### src/sv/swmf_pkg.sv
package swmf_pkg;

  // Fixed field widths of the sample stream and the window register.
  localparam int DATA_W = 32;
  localparam int WS_W   = 7;

  localparam logic [WS_W-1:0] WS_RESET = 7'd3;

  typedef logic signed [DATA_W-1:0] sample_t;
  typedef logic [WS_W-1:0]          win_size_t;

  // Which candidate the store is read at.
  typedef enum logic {
    RD_HEAD,
    RD_TAIL
  } rd_sel_e;

  // Commands from the controller to the datapath.
  typedef struct packed {
    logic    accept;
    rd_sel_e rd_sel;
    logic    head_drop;
    logic    tail_pop;
    logic    append;
    logic    out_load;
  } cmd_t;

  // Status from the datapath to the controller.
  typedef struct packed {
    logic count_zero;
    logic expired;
    logic smaller;
    logic result_due;
    logic out_free;
  } sts_t;

endpackage

### src/sv/swmf_ram.sv
module swmf_ram #(
  parameter int WIDTH = 8,
  parameter int DEPTH = 16,
  parameter int AW    = (DEPTH > 1) ? $clog2(DEPTH) : 1
) (
  input  logic             clk_i,
  input  logic             we_i,
  input  logic [AW-1:0]    waddr_i,
  input  logic [WIDTH-1:0] wdata_i,
  input  logic [AW-1:0]    raddr_i,
  output logic [WIDTH-1:0] rdata_o
);

  logic [WIDTH-1:0] mem_q [DEPTH];
  logic [WIDTH-1:0] rdata_q;

  always_ff @(posedge clk_i) begin
    if (we_i) begin
      mem_q[waddr_i] <= wdata_i;
    end
    rdata_q <= mem_q[raddr_i];
  end

  assign rdata_o = rdata_q;

endmodule

### src/sv/swmf_ctrl.sv
module swmf_ctrl (
  input  logic           clk_i,
  input  logic           rst_ni,
  input  logic           in_valid_i,
  output logic           in_ready_o,
  input  swmf_pkg::sts_t sts_i,
  output swmf_pkg::cmd_t cmd_o
);

  import swmf_pkg::*;

  localparam logic [2:0] S_IDLE     = 3'd0;
  localparam logic [2:0] S_HEAD_RD  = 3'd1;
  localparam logic [2:0] S_HEAD_CHK = 3'd2;
  localparam logic [2:0] S_TAIL_RD  = 3'd3;
  localparam logic [2:0] S_TAIL_CHK = 3'd4;
  localparam logic [2:0] S_APPEND   = 3'd5;
  localparam logic [2:0] S_OUT_RD   = 3'd6;
  localparam logic [2:0] S_OUT      = 3'd7;

  logic [2:0] state_q, state_d;

  always_comb begin
    state_d    = state_q;
    in_ready_o = 1'b0;
    cmd_o      = '0;
    cmd_o.rd_sel = RD_HEAD;
    unique case (state_q)
      S_IDLE: begin
        in_ready_o = 1'b1;
        if (in_valid_i) begin
          cmd_o.accept = 1'b1;
          state_d      = S_HEAD_RD;
        end
      end
      S_HEAD_RD: begin
        state_d = sts_i.count_zero ? S_APPEND : S_HEAD_CHK;
      end
      S_HEAD_CHK: begin
        if (sts_i.expired) begin
          cmd_o.head_drop = 1'b1;
          state_d         = S_HEAD_RD;
        end else begin
          state_d = S_TAIL_RD;
        end
      end
      S_TAIL_RD: begin
        cmd_o.rd_sel = RD_TAIL;
        state_d      = sts_i.count_zero ? S_APPEND : S_TAIL_CHK;
      end
      S_TAIL_CHK: begin
        if (sts_i.smaller) begin
          cmd_o.tail_pop = 1'b1;
          state_d        = S_TAIL_RD;
        end else begin
          state_d = S_APPEND;
        end
      end
      S_APPEND: begin
        cmd_o.append = 1'b1;
        state_d      = sts_i.result_due ? S_OUT_RD : S_IDLE;
      end
      S_OUT_RD: begin
        state_d = S_OUT;
      end
      S_OUT: begin
        if (sts_i.out_free) begin
          cmd_o.out_load = 1'b1;
          state_d        = S_IDLE;
        end
      end
      default: begin
        state_d = S_IDLE;
      end
    endcase
  end

  always_ff @(posedge clk_i or negedge rst_ni) begin
    if (!rst_ni) begin
      state_q <= S_IDLE;
    end else begin
      state_q <= state_d;
    end
  end

  // A head drop must only follow a head read that actually saw a candidate.
  assert property (@(posedge clk_i) disable iff (!rst_ni)
    cmd_o.head_drop |-> $past(state_q) == S_HEAD_RD)
    else $error("head drop without a preceding head read");

  // The output register is loaded only when it is free.
  assert property (@(posedge clk_i) disable iff (!rst_ni)
    cmd_o.out_load |-> sts_i.out_free)
    else $error("result loaded over a pending beat");

  // An accepted sample starts the head scan.
  assert property (@(posedge clk_i) disable iff (!rst_ni)
    cmd_o.accept |=> state_q == S_HEAD_RD)
    else $error("accept did not start the head scan");

endmodule

### src/sv/swmf_dp.sv
module swmf_dp #(
  parameter int WINDOW_MAX = 64
) (
  input  logic                clk_i,
  input  logic                rst_ni,
  input  logic                ws_we_i,
  input  swmf_pkg::win_size_t ws_i,
  input  swmf_pkg::sample_t   sample_i,
  input  logic                first_of_stream_i,
  input  swmf_pkg::cmd_t      cmd_i,
  output swmf_pkg::sts_t      sts_o,
  input  logic                out_ready_i,
  output logic                out_valid_o,
  output swmf_pkg::sample_t   window_max_o
);

  import swmf_pkg::*;

  localparam int IW  = (WINDOW_MAX > 1) ? $clog2(WINDOW_MAX) : 1;
  localparam int CW  = $clog2(WINDOW_MAX + 1);
  localparam int PW  = $clog2(2 * WINDOW_MAX);
  localparam int SW  = CW + 1;
  localparam int EW  = (CW > WS_W) ? CW : WS_W;
  localparam int RW  = PW + DATA_W;
  localparam int POS_MOD = 2 * WINDOW_MAX;

  win_size_t       ws_q;
  sample_t         x_q;
  logic [IW-1:0]   head_q, head_d;
  logic [CW-1:0]   count_q, count_d;
  logic [PW-1:0]   pos_q, pos_d;
  logic [CW-1:0]   fill_q, fill_d;
  logic            out_valid_q;
  sample_t         window_max_q;

  // Effective window, clamped to 1..WINDOW_MAX.
  logic [EW-1:0] ws_ext;
  logic [CW-1:0] win;

  always_comb begin
    ws_ext = EW'(ws_q);
    if (ws_ext == '0) begin
      win = CW'(1);
    end else if (ws_ext > EW'(WINDOW_MAX)) begin
      win = CW'(WINDOW_MAX);
    end else begin
      win = CW'(ws_ext);
    end
  end

  // Ring addresses of the tail candidate and of the next free slot.
  logic [SW-1:0] tail_sum, free_sum;
  logic [IW-1:0] tail_idx, free_idx, head_inc;
  logic          full;

  always_comb begin
    tail_sum = SW'(head_q) + SW'(count_q) - SW'(1);
    free_sum = SW'(head_q) + SW'(count_q);
    tail_idx = (tail_sum >= SW'(WINDOW_MAX)) ? IW'(tail_sum - SW'(WINDOW_MAX)) : IW'(tail_sum);
    free_idx = (free_sum >= SW'(WINDOW_MAX)) ? IW'(free_sum - SW'(WINDOW_MAX)) : IW'(free_sum);
    head_inc = (head_q == IW'(WINDOW_MAX - 1)) ? '0 : head_q + IW'(1);
    full     = (count_q == CW'(WINDOW_MAX));
  end

  // Candidate store: position above value.
  logic [IW-1:0] raddr, waddr;
  logic [RW-1:0] rdata, wdata;
  logic [PW-1:0] rd_pos;
  sample_t       rd_value;

  assign raddr = (cmd_i.rd_sel == RD_TAIL) ? tail_idx : head_q;
  assign waddr = full ? head_q : free_idx;
  assign wdata = {pos_q, x_q};

  swmf_ram #(
    .WIDTH (RW),
    .DEPTH (WINDOW_MAX)
  ) u_store (
    .clk_i   (clk_i),
    .we_i    (cmd_i.append),
    .waddr_i (waddr),
    .wdata_i (wdata),
    .raddr_i (raddr),
    .rdata_o (rdata)
  );

  assign rd_pos   = rdata[RW-1:DATA_W];
  assign rd_value = sample_t'(rdata[DATA_W-1:0]);

  // Age of the candidate just read, modulo the position range.
  logic [PW-1:0] age;
  always_comb begin
    if (pos_q >= rd_pos) begin
      age = pos_q - rd_pos;
    end else begin
      age = PW'(POS_MOD - 1) - rd_pos + pos_q + PW'(1);
    end
  end

  // Fill count after this sample, clamped to the current window.
  logic [CW-1:0] fill_clamp, fill_next;
  always_comb begin
    fill_clamp = (fill_q > win) ? win : fill_q;
    fill_next  = (fill_clamp < win) ? fill_clamp + CW'(1) : fill_clamp;
  end

  assign sts_o.count_zero = (count_q == '0);
  assign sts_o.expired    = (age >= PW'(win));
  assign sts_o.smaller    = (rd_value < x_q);
  assign sts_o.result_due = (fill_next == win);
  assign sts_o.out_free   = !out_valid_q || out_ready_i;

  always_comb begin
    head_d  = head_q;
    count_d = count_q;
    pos_d   = pos_q;
    fill_d  = fill_q;
    if (cmd_i.accept && first_of_stream_i) begin
      head_d  = '0;
      count_d = '0;
      pos_d   = '0;
      fill_d  = '0;
    end
    if (cmd_i.head_drop) begin
      head_d  = head_inc;
      count_d = count_q - CW'(1);
    end
    if (cmd_i.tail_pop) begin
      count_d = count_q - CW'(1);
    end
    if (cmd_i.append) begin
      // A full store drops its head to make room; the count stays.
      if (full) begin
        head_d = head_inc;
      end else begin
        count_d = count_q + CW'(1);
      end
      pos_d  = (pos_q == PW'(POS_MOD - 1)) ? '0 : pos_q + PW'(1);
      fill_d = fill_next;
    end
  end

  always_ff @(posedge clk_i or negedge rst_ni) begin
    if (!rst_ni) begin
      ws_q        <= WS_RESET;
      head_q      <= '0;
      count_q     <= '0;
      pos_q       <= '0;
      fill_q      <= '0;
      out_valid_q <= 1'b0;
    end else begin
      if (ws_we_i) begin
        ws_q <= ws_i;
      end
      head_q  <= head_d;
      count_q <= count_d;
      pos_q   <= pos_d;
      fill_q  <= fill_d;
      if (cmd_i.out_load) begin
        out_valid_q <= 1'b1;
      end else if (out_ready_i) begin
        out_valid_q <= 1'b0;
      end
    end
  end

  always_ff @(posedge clk_i) begin
    if (cmd_i.accept) begin
      x_q <= sample_i;
    end
    if (cmd_i.out_load) begin
      window_max_q <= rd_value;
    end
  end

  assign out_valid_o  = out_valid_q;
  assign window_max_o = window_max_q;

  assert property (@(posedge clk_i) disable iff (!rst_ni)
    count_q <= CW'(WINDOW_MAX))
    else $error("candidate count beyond store depth");

  assert property (@(posedge clk_i) disable iff (!rst_ni)
    (cmd_i.head_drop || cmd_i.tail_pop) |-> count_q != '0)
    else $error("candidate dropped from an empty store");

  assert property (@(posedge clk_i) disable iff (!rst_ni)
    cmd_i.append |=> count_q != '0)
    else $error("store empty right after an append");

  assert property (@(posedge clk_i) disable iff (!rst_ni)
    pos_q <= PW'(POS_MOD - 1))
    else $error("position counter out of range");

endmodule

### src/sv/sliding_window_max_filter_core.sv
// Channel  Direction  Handshake                  Beat contents
// in       input      in_valid_i / in_ready_o    sample_i, first_of_stream_i
// out      output     out_valid_o / out_ready_i  window_max_o
// cfg      input      window_size_we_i           window_size_i (no wait, no read-back)
//
// Each sample drops h expired candidates at the head and t candidates smaller than
// itself at the tail, examining one candidate at a time through the single read port
// of the candidate RAM, whose read is registered. A new sample is accepted only once
// the previous one has been appended and its result, if due, loaded.
// Reset is asynchronous and active low; it empties the store by clearing its
// count, and the RAM contents are never cleared. A result that is not yet taken
// waits in the output register while the next beat is accepted; the controller
// stalls only when a further result is due and that register is still full.

module sliding_window_max_filter_core #(
  parameter int WINDOW_MAX = 64
) (
  input  logic                clk_i,
  input  logic                rst_ni,
  input  logic                window_size_we_i,
  input  swmf_pkg::win_size_t window_size_i,
  input  logic                in_valid_i,
  output logic                in_ready_o,
  input  swmf_pkg::sample_t   sample_i,
  input  logic                first_of_stream_i,
  output logic                out_valid_o,
  input  logic                out_ready_i,
  output swmf_pkg::sample_t   window_max_o
);

  import swmf_pkg::*;

  // The controller walks the candidate store one read at a time: first over
  // the head while candidates are too old for the window, then over the tail
  // while candidates are strictly smaller than the new sample. Equal values
  // are kept, so the oldest of several equal maxima stays at the head.
  cmd_t cmd;
  sts_t sts;

  swmf_ctrl u_ctrl (
    .clk_i      (clk_i),
    .rst_ni     (rst_ni),
    .in_valid_i (in_valid_i),
    .in_ready_o (in_ready_o),
    .sts_i      (sts),
    .cmd_o      (cmd)
  );

  // The datapath holds the window register, ring pointers, position and fill
  // counters, the candidate RAM and the output register. Once the stream has
  // delivered a full window, every sample loads the head value as its result.
  swmf_dp #(
    .WINDOW_MAX (WINDOW_MAX)
  ) u_dp (
    .clk_i             (clk_i),
    .rst_ni            (rst_ni),
    .ws_we_i           (window_size_we_i),
    .ws_i              (window_size_i),
    .sample_i          (sample_i),
    .first_of_stream_i (first_of_stream_i),
    .cmd_i             (cmd),
    .sts_o             (sts),
    .out_ready_i       (out_ready_i),
    .out_valid_o       (out_valid_o),
    .window_max_o      (window_max_o)
  );

endmodule
### config.mk
export PLATFORM = sky130hd
export DESIGN_NAME = sliding_window_max_filter_core
export DESIGN_NICKNAME = d
export VERILOG_FILES = /design/src/sv/swmf_pkg.sv /design/src/sv/swmf_ram.sv /design/src/sv/swmf_ctrl.sv /design/src/sv/swmf_dp.sv /design/src/sv/sliding_window_max_filter_core.sv
export SDC_FILE = /design/constraint.sdc
export NUM_CORES = 2
export LEC_CHECK = 0
export ABC_AREA = 1
export BUFFER_PORTS_ARGS = -buffer_cell sky130_fd_sc_hd__buf_2
export CORE_AREA = 2 2 423 425
export DETAILED_ROUTE_END_ITERATION = 6
export DIE_AREA = 0 0 425 427
export HOLD_SLACK_MARGIN = 0.12
export PLACE_DENSITY_LB_ADDON = 0.15
export SLEW_MARGIN = 10
export SYNTH_ARGS = -nofsm -noshare
export SYNTH_HDL_FRONTEND = slang
export SYNTH_SLANG_ARGS = --single-unit
### constraint.sdc
create_clock -name clk_i -period 11.3 [get_ports clk_i]
set_input_delay 2.26 -clock clk_i [delete_from_list [all_inputs] [get_ports clk_i]]
set_output_delay 2.26 -clock clk_i [all_outputs]
set_load 0.05 [all_outputs]
==> run metrics <==
CP max stage cell buf_4; HPWL after DPL 140000 microns; Die H 427 microns; type of element launching the critical path register; Area Overhead vs Synth 11.1%; cell family with most CP delay buffers and inverters; Yosys top cell area share 73.0%; Design Area, Final 117000 sq um; Setup TNS 0 ns; synth top area cells edfxtp_1, o21ai_0, nor2_1; crit path DAT 6.77 ns; Max Freq 168 MHz; CP required 12.13 ns; gpl congestion 0.876; Pleak 0.0384 uW; warnings from Yosys 0; GRT Util Overall 31.3%; initial core utilization 59.4%; Post-Syn Area 105000 sq um; peak supply drop 352 uV; status completed; crit path max fanout 207; first-pass GRT wire length 417000 microns; Crit path largest cell delay 0.85 ns; hold-critical path depth 0; min Tclk post-route 5.94 ns; H-tree Lvls 5; CTS tree yes; post-CTS setup buffer count 0; Num CTS Buffers 280; vias in the first global route 63.4k; RSZ-0062 raised after global routing false; Fillers 12.5k; Die X 425 microns; Worst Hold Class register to register; Slew HR 21.3%; I/O pin count 79; post_cts resized 0; worst-margin pin slew 1.18 ns; WS Path Type register to register; Post-DRT Antenna Nets 0; DR pass1 iterations 6; grt total ovfl 0; worst r2r dst u_dp.u_store.rdata_o[16]; clock transition at the registers of the reported paths 0.06 ns; Buf/Inv on CP 5; #FFs+latches synth 2637; drt wl/cell 27.4 microns; Mapped Avg Cell Area 13.3 sq um; fin util 66.0%; hold worst-path end u_dp.window_max_o[27]; row cnt 155; ratio of total power to cell area 303 nW/um^2; Worst Min Path Start u_dp.u_store.rdata_o[27]; crit-path cells ha_1, fa_1, inv_1, ha_1, o21ai_4, buf_12, buf_4, buf_4, buf_4, o21ai_0, o22ai_1, mux2_2, nand2_1, nand3_1, nand2_1, o21ai_1; max-slew violations 0; DIE AREA 181000 sq um; Crit Reg-Reg Startpoint u_dp.head_q[0]; pre-CTS WS 5.40 ns; Fin. Hold Viols 0; post-synthesis net count 8009; CP endpoint kind register; share of layout cells above drive strength 1 11.3%; final net count 8008; Distinct cells, synth 47; skew final 0.0596 ns; port bufs 78; Iter 0 DRT Violations 9020; cells on worst reg2reg path 16; sequential share of the synthesized area 74.6%; initial antenna violation count 10; via count 66.8k; hold buffers post-CTS 0; DR DRC count 0; Core Region 177000 sq um; # Max-Cap Violations 0; WHS 0.485 ns; final worst slack 5.36 ns; clock sink total 2637; FF-to-FF setup slack 5.36 ns; CTS Buffer Depth 4; DP Area 109000 sq um; cell taking the most area after synthesis edfxtp_1; CP most frequent cell buf_4; largest net degree at the start of global routing 233; Setup violations, final 0; drt total wl 287000 microns; Mapped Cells 7894; clk root buf clkbuf_16; final critical-path share of the clock period 52.6%; Vias/cell 6.39; worst skew pair latency 0.94 ns
-- state kept, by name, summed over array words and instances, names as in the netlist --
| register | cells |
|---|---|
| u_dp.ws_ext | 7 |
| u_dp.fill_q | 7 |
| u_dp.u_store.rdata_o | 39 |
| u_ctrl.state_q | 3 |
| u_dp.window_max_o | 32 |
| u_dp.x_q | 32 |
| u_dp.u_store.mem_q | 2496 |
| u_dp.pos_q | 7 |
| u_dp.head_q | 6 |
| u_dp.count_q | 7 |
| u_dp.out_valid_o | 1 |
-- per-layer routing --
layer	wire length (microns)	vias up	GRT usage (%)	part of all wire, %
met3	30800	566	6.05	11
met2	134000	3683	49.5	47
met1	112000	33200	44.2	39
met5	7	-	0	0.0024
met4	8940	2	10.2	3.1
li1	-	29300	-	-
-- placed cells by master (no fill, tap or decap), types with 13 or more instances in the layout --
| cell | n |
|---|---|
| a21oi_1 | 38 |
| buf_12 | 13 |
| buf_2 | 78 |
| buf_4 | 141 |
| clkbuf_1 | 69 |
| clkbuf_16 | 287 |
| clkbuf_8 | 18 |
| clkinv_1 | 47 |
| clkinv_2 | 33 |
| dfrtp_1 | 29 |
| dfxtp_1 | 39 |
| edfxtp_1 | 2560 |
| ha_1 | 68 |
| inv_1 | 126 |
| mux2_1 | 78 |
| mux2_2 | 234 |
| nand2_1 | 538 |
| nand3_1 | 256 |
| nor2_1 | 1292 |
| nor2_4 | 65 |
| o21ai_0 | 1272 |
| o21ai_1 | 57 |
| o22ai_1 | 632 |
| xor2_1 | 18 |
-- worst register-to-register path: cells and delay by family (launching register included) --
kind                       cells  cell delay, ns
adders and majority gates      3            1.10
muxes                          1            0.20
AOI/OAI and AO/OA              4            0.78
and+or+nand+nor                3            0.25
buffers and inverters          5            3.08
DFF                            1            0.44
-- where the power goes --
part           leakage (uW)  total [uW]  internal [uW]  switching, uW
Combinational        0.0104       15100           4670          10400
Clock               0.00415        8620           5020           3600
Sequential           0.0239       11800          11500            286
Total                0.0384       35500          21200          14300
-- worst max path at each step --
stage,start,end,cells after the start
finish,u_dp.head_q[0],u_dp.u_store.rdata_o[16],16
global placement,u_dp.count_q[0],u_dp.u_store.rdata_o[6],16
floorplan,in_valid_i,u_dp.pos_q[0],7
CTS,u_dp.head_q[0],u_dp.u_store.rdata_o[13],16
detailed placement,u_dp.head_q[0],u_dp.u_store.rdata_o[8],16
global route,u_dp.count_q[0],u_dp.u_store.rdata_o[13],16
-- cell type report --
cell class	count	area, sq um	area share, %
repair buffers	232	1710	1.46
diodes	5	12.5	0.0107
clock buffers	374	7690	6.57
multi-input cells	4609	24700	21.1
inverters	133	524	0.448
clock inverters	100	773	0.661
well taps	2355	2950	2.52
flip-flops and latches	2637	78600	67.2
-- cell usage after synthesis (all sizes together) --
cell / count
a31oi: 1
o211ai: 4
clkbuf: 420
a21oi: 39
a21o: 1
mux2: 312
o21ai: 1334
o221ai: 1
o2111ai: 1
nand3b: 2
o21a: 3
edfxtp: 2560
o31ai: 2
nor3b: 1
fa: 2
xnor2: 5
nor4: 2
a211oi: 1
or2: 1
a22o: 1
nor2: 1358
nand2: 538
nor3: 12
nand4: 11
nand3: 257
ha: 68
o22ai: 632
a32oi: 1
inv: 132
a221oi: 1
dfxtp: 39
clkinv: 1
xor2: 18
dfstp: 2
dfrtp: 36
buf: 95
-- logic make-up after synthesis --
group                      after synthesis  synth area share (%)
AOI/OAI and AO/OA                     2022                  10.4
xor gates and xnor gates                23                 0.191
adders and majority gates               70                 0.846
buffers and inverters                  648                  2.43
DFF                                   2637                  74.6
muxes                                  312                  3.34
and+or+nand+nor                       2182                  8.16
-- per-stage QoR --
stage	total power, uW	std cells
finish	35500	10400
global route	37200	10400
CTS	35300	10400
detailed placement	26700	9966
global placement	26400	9966
floorplan	21900	7894
(Power assumes the default switching activity.)
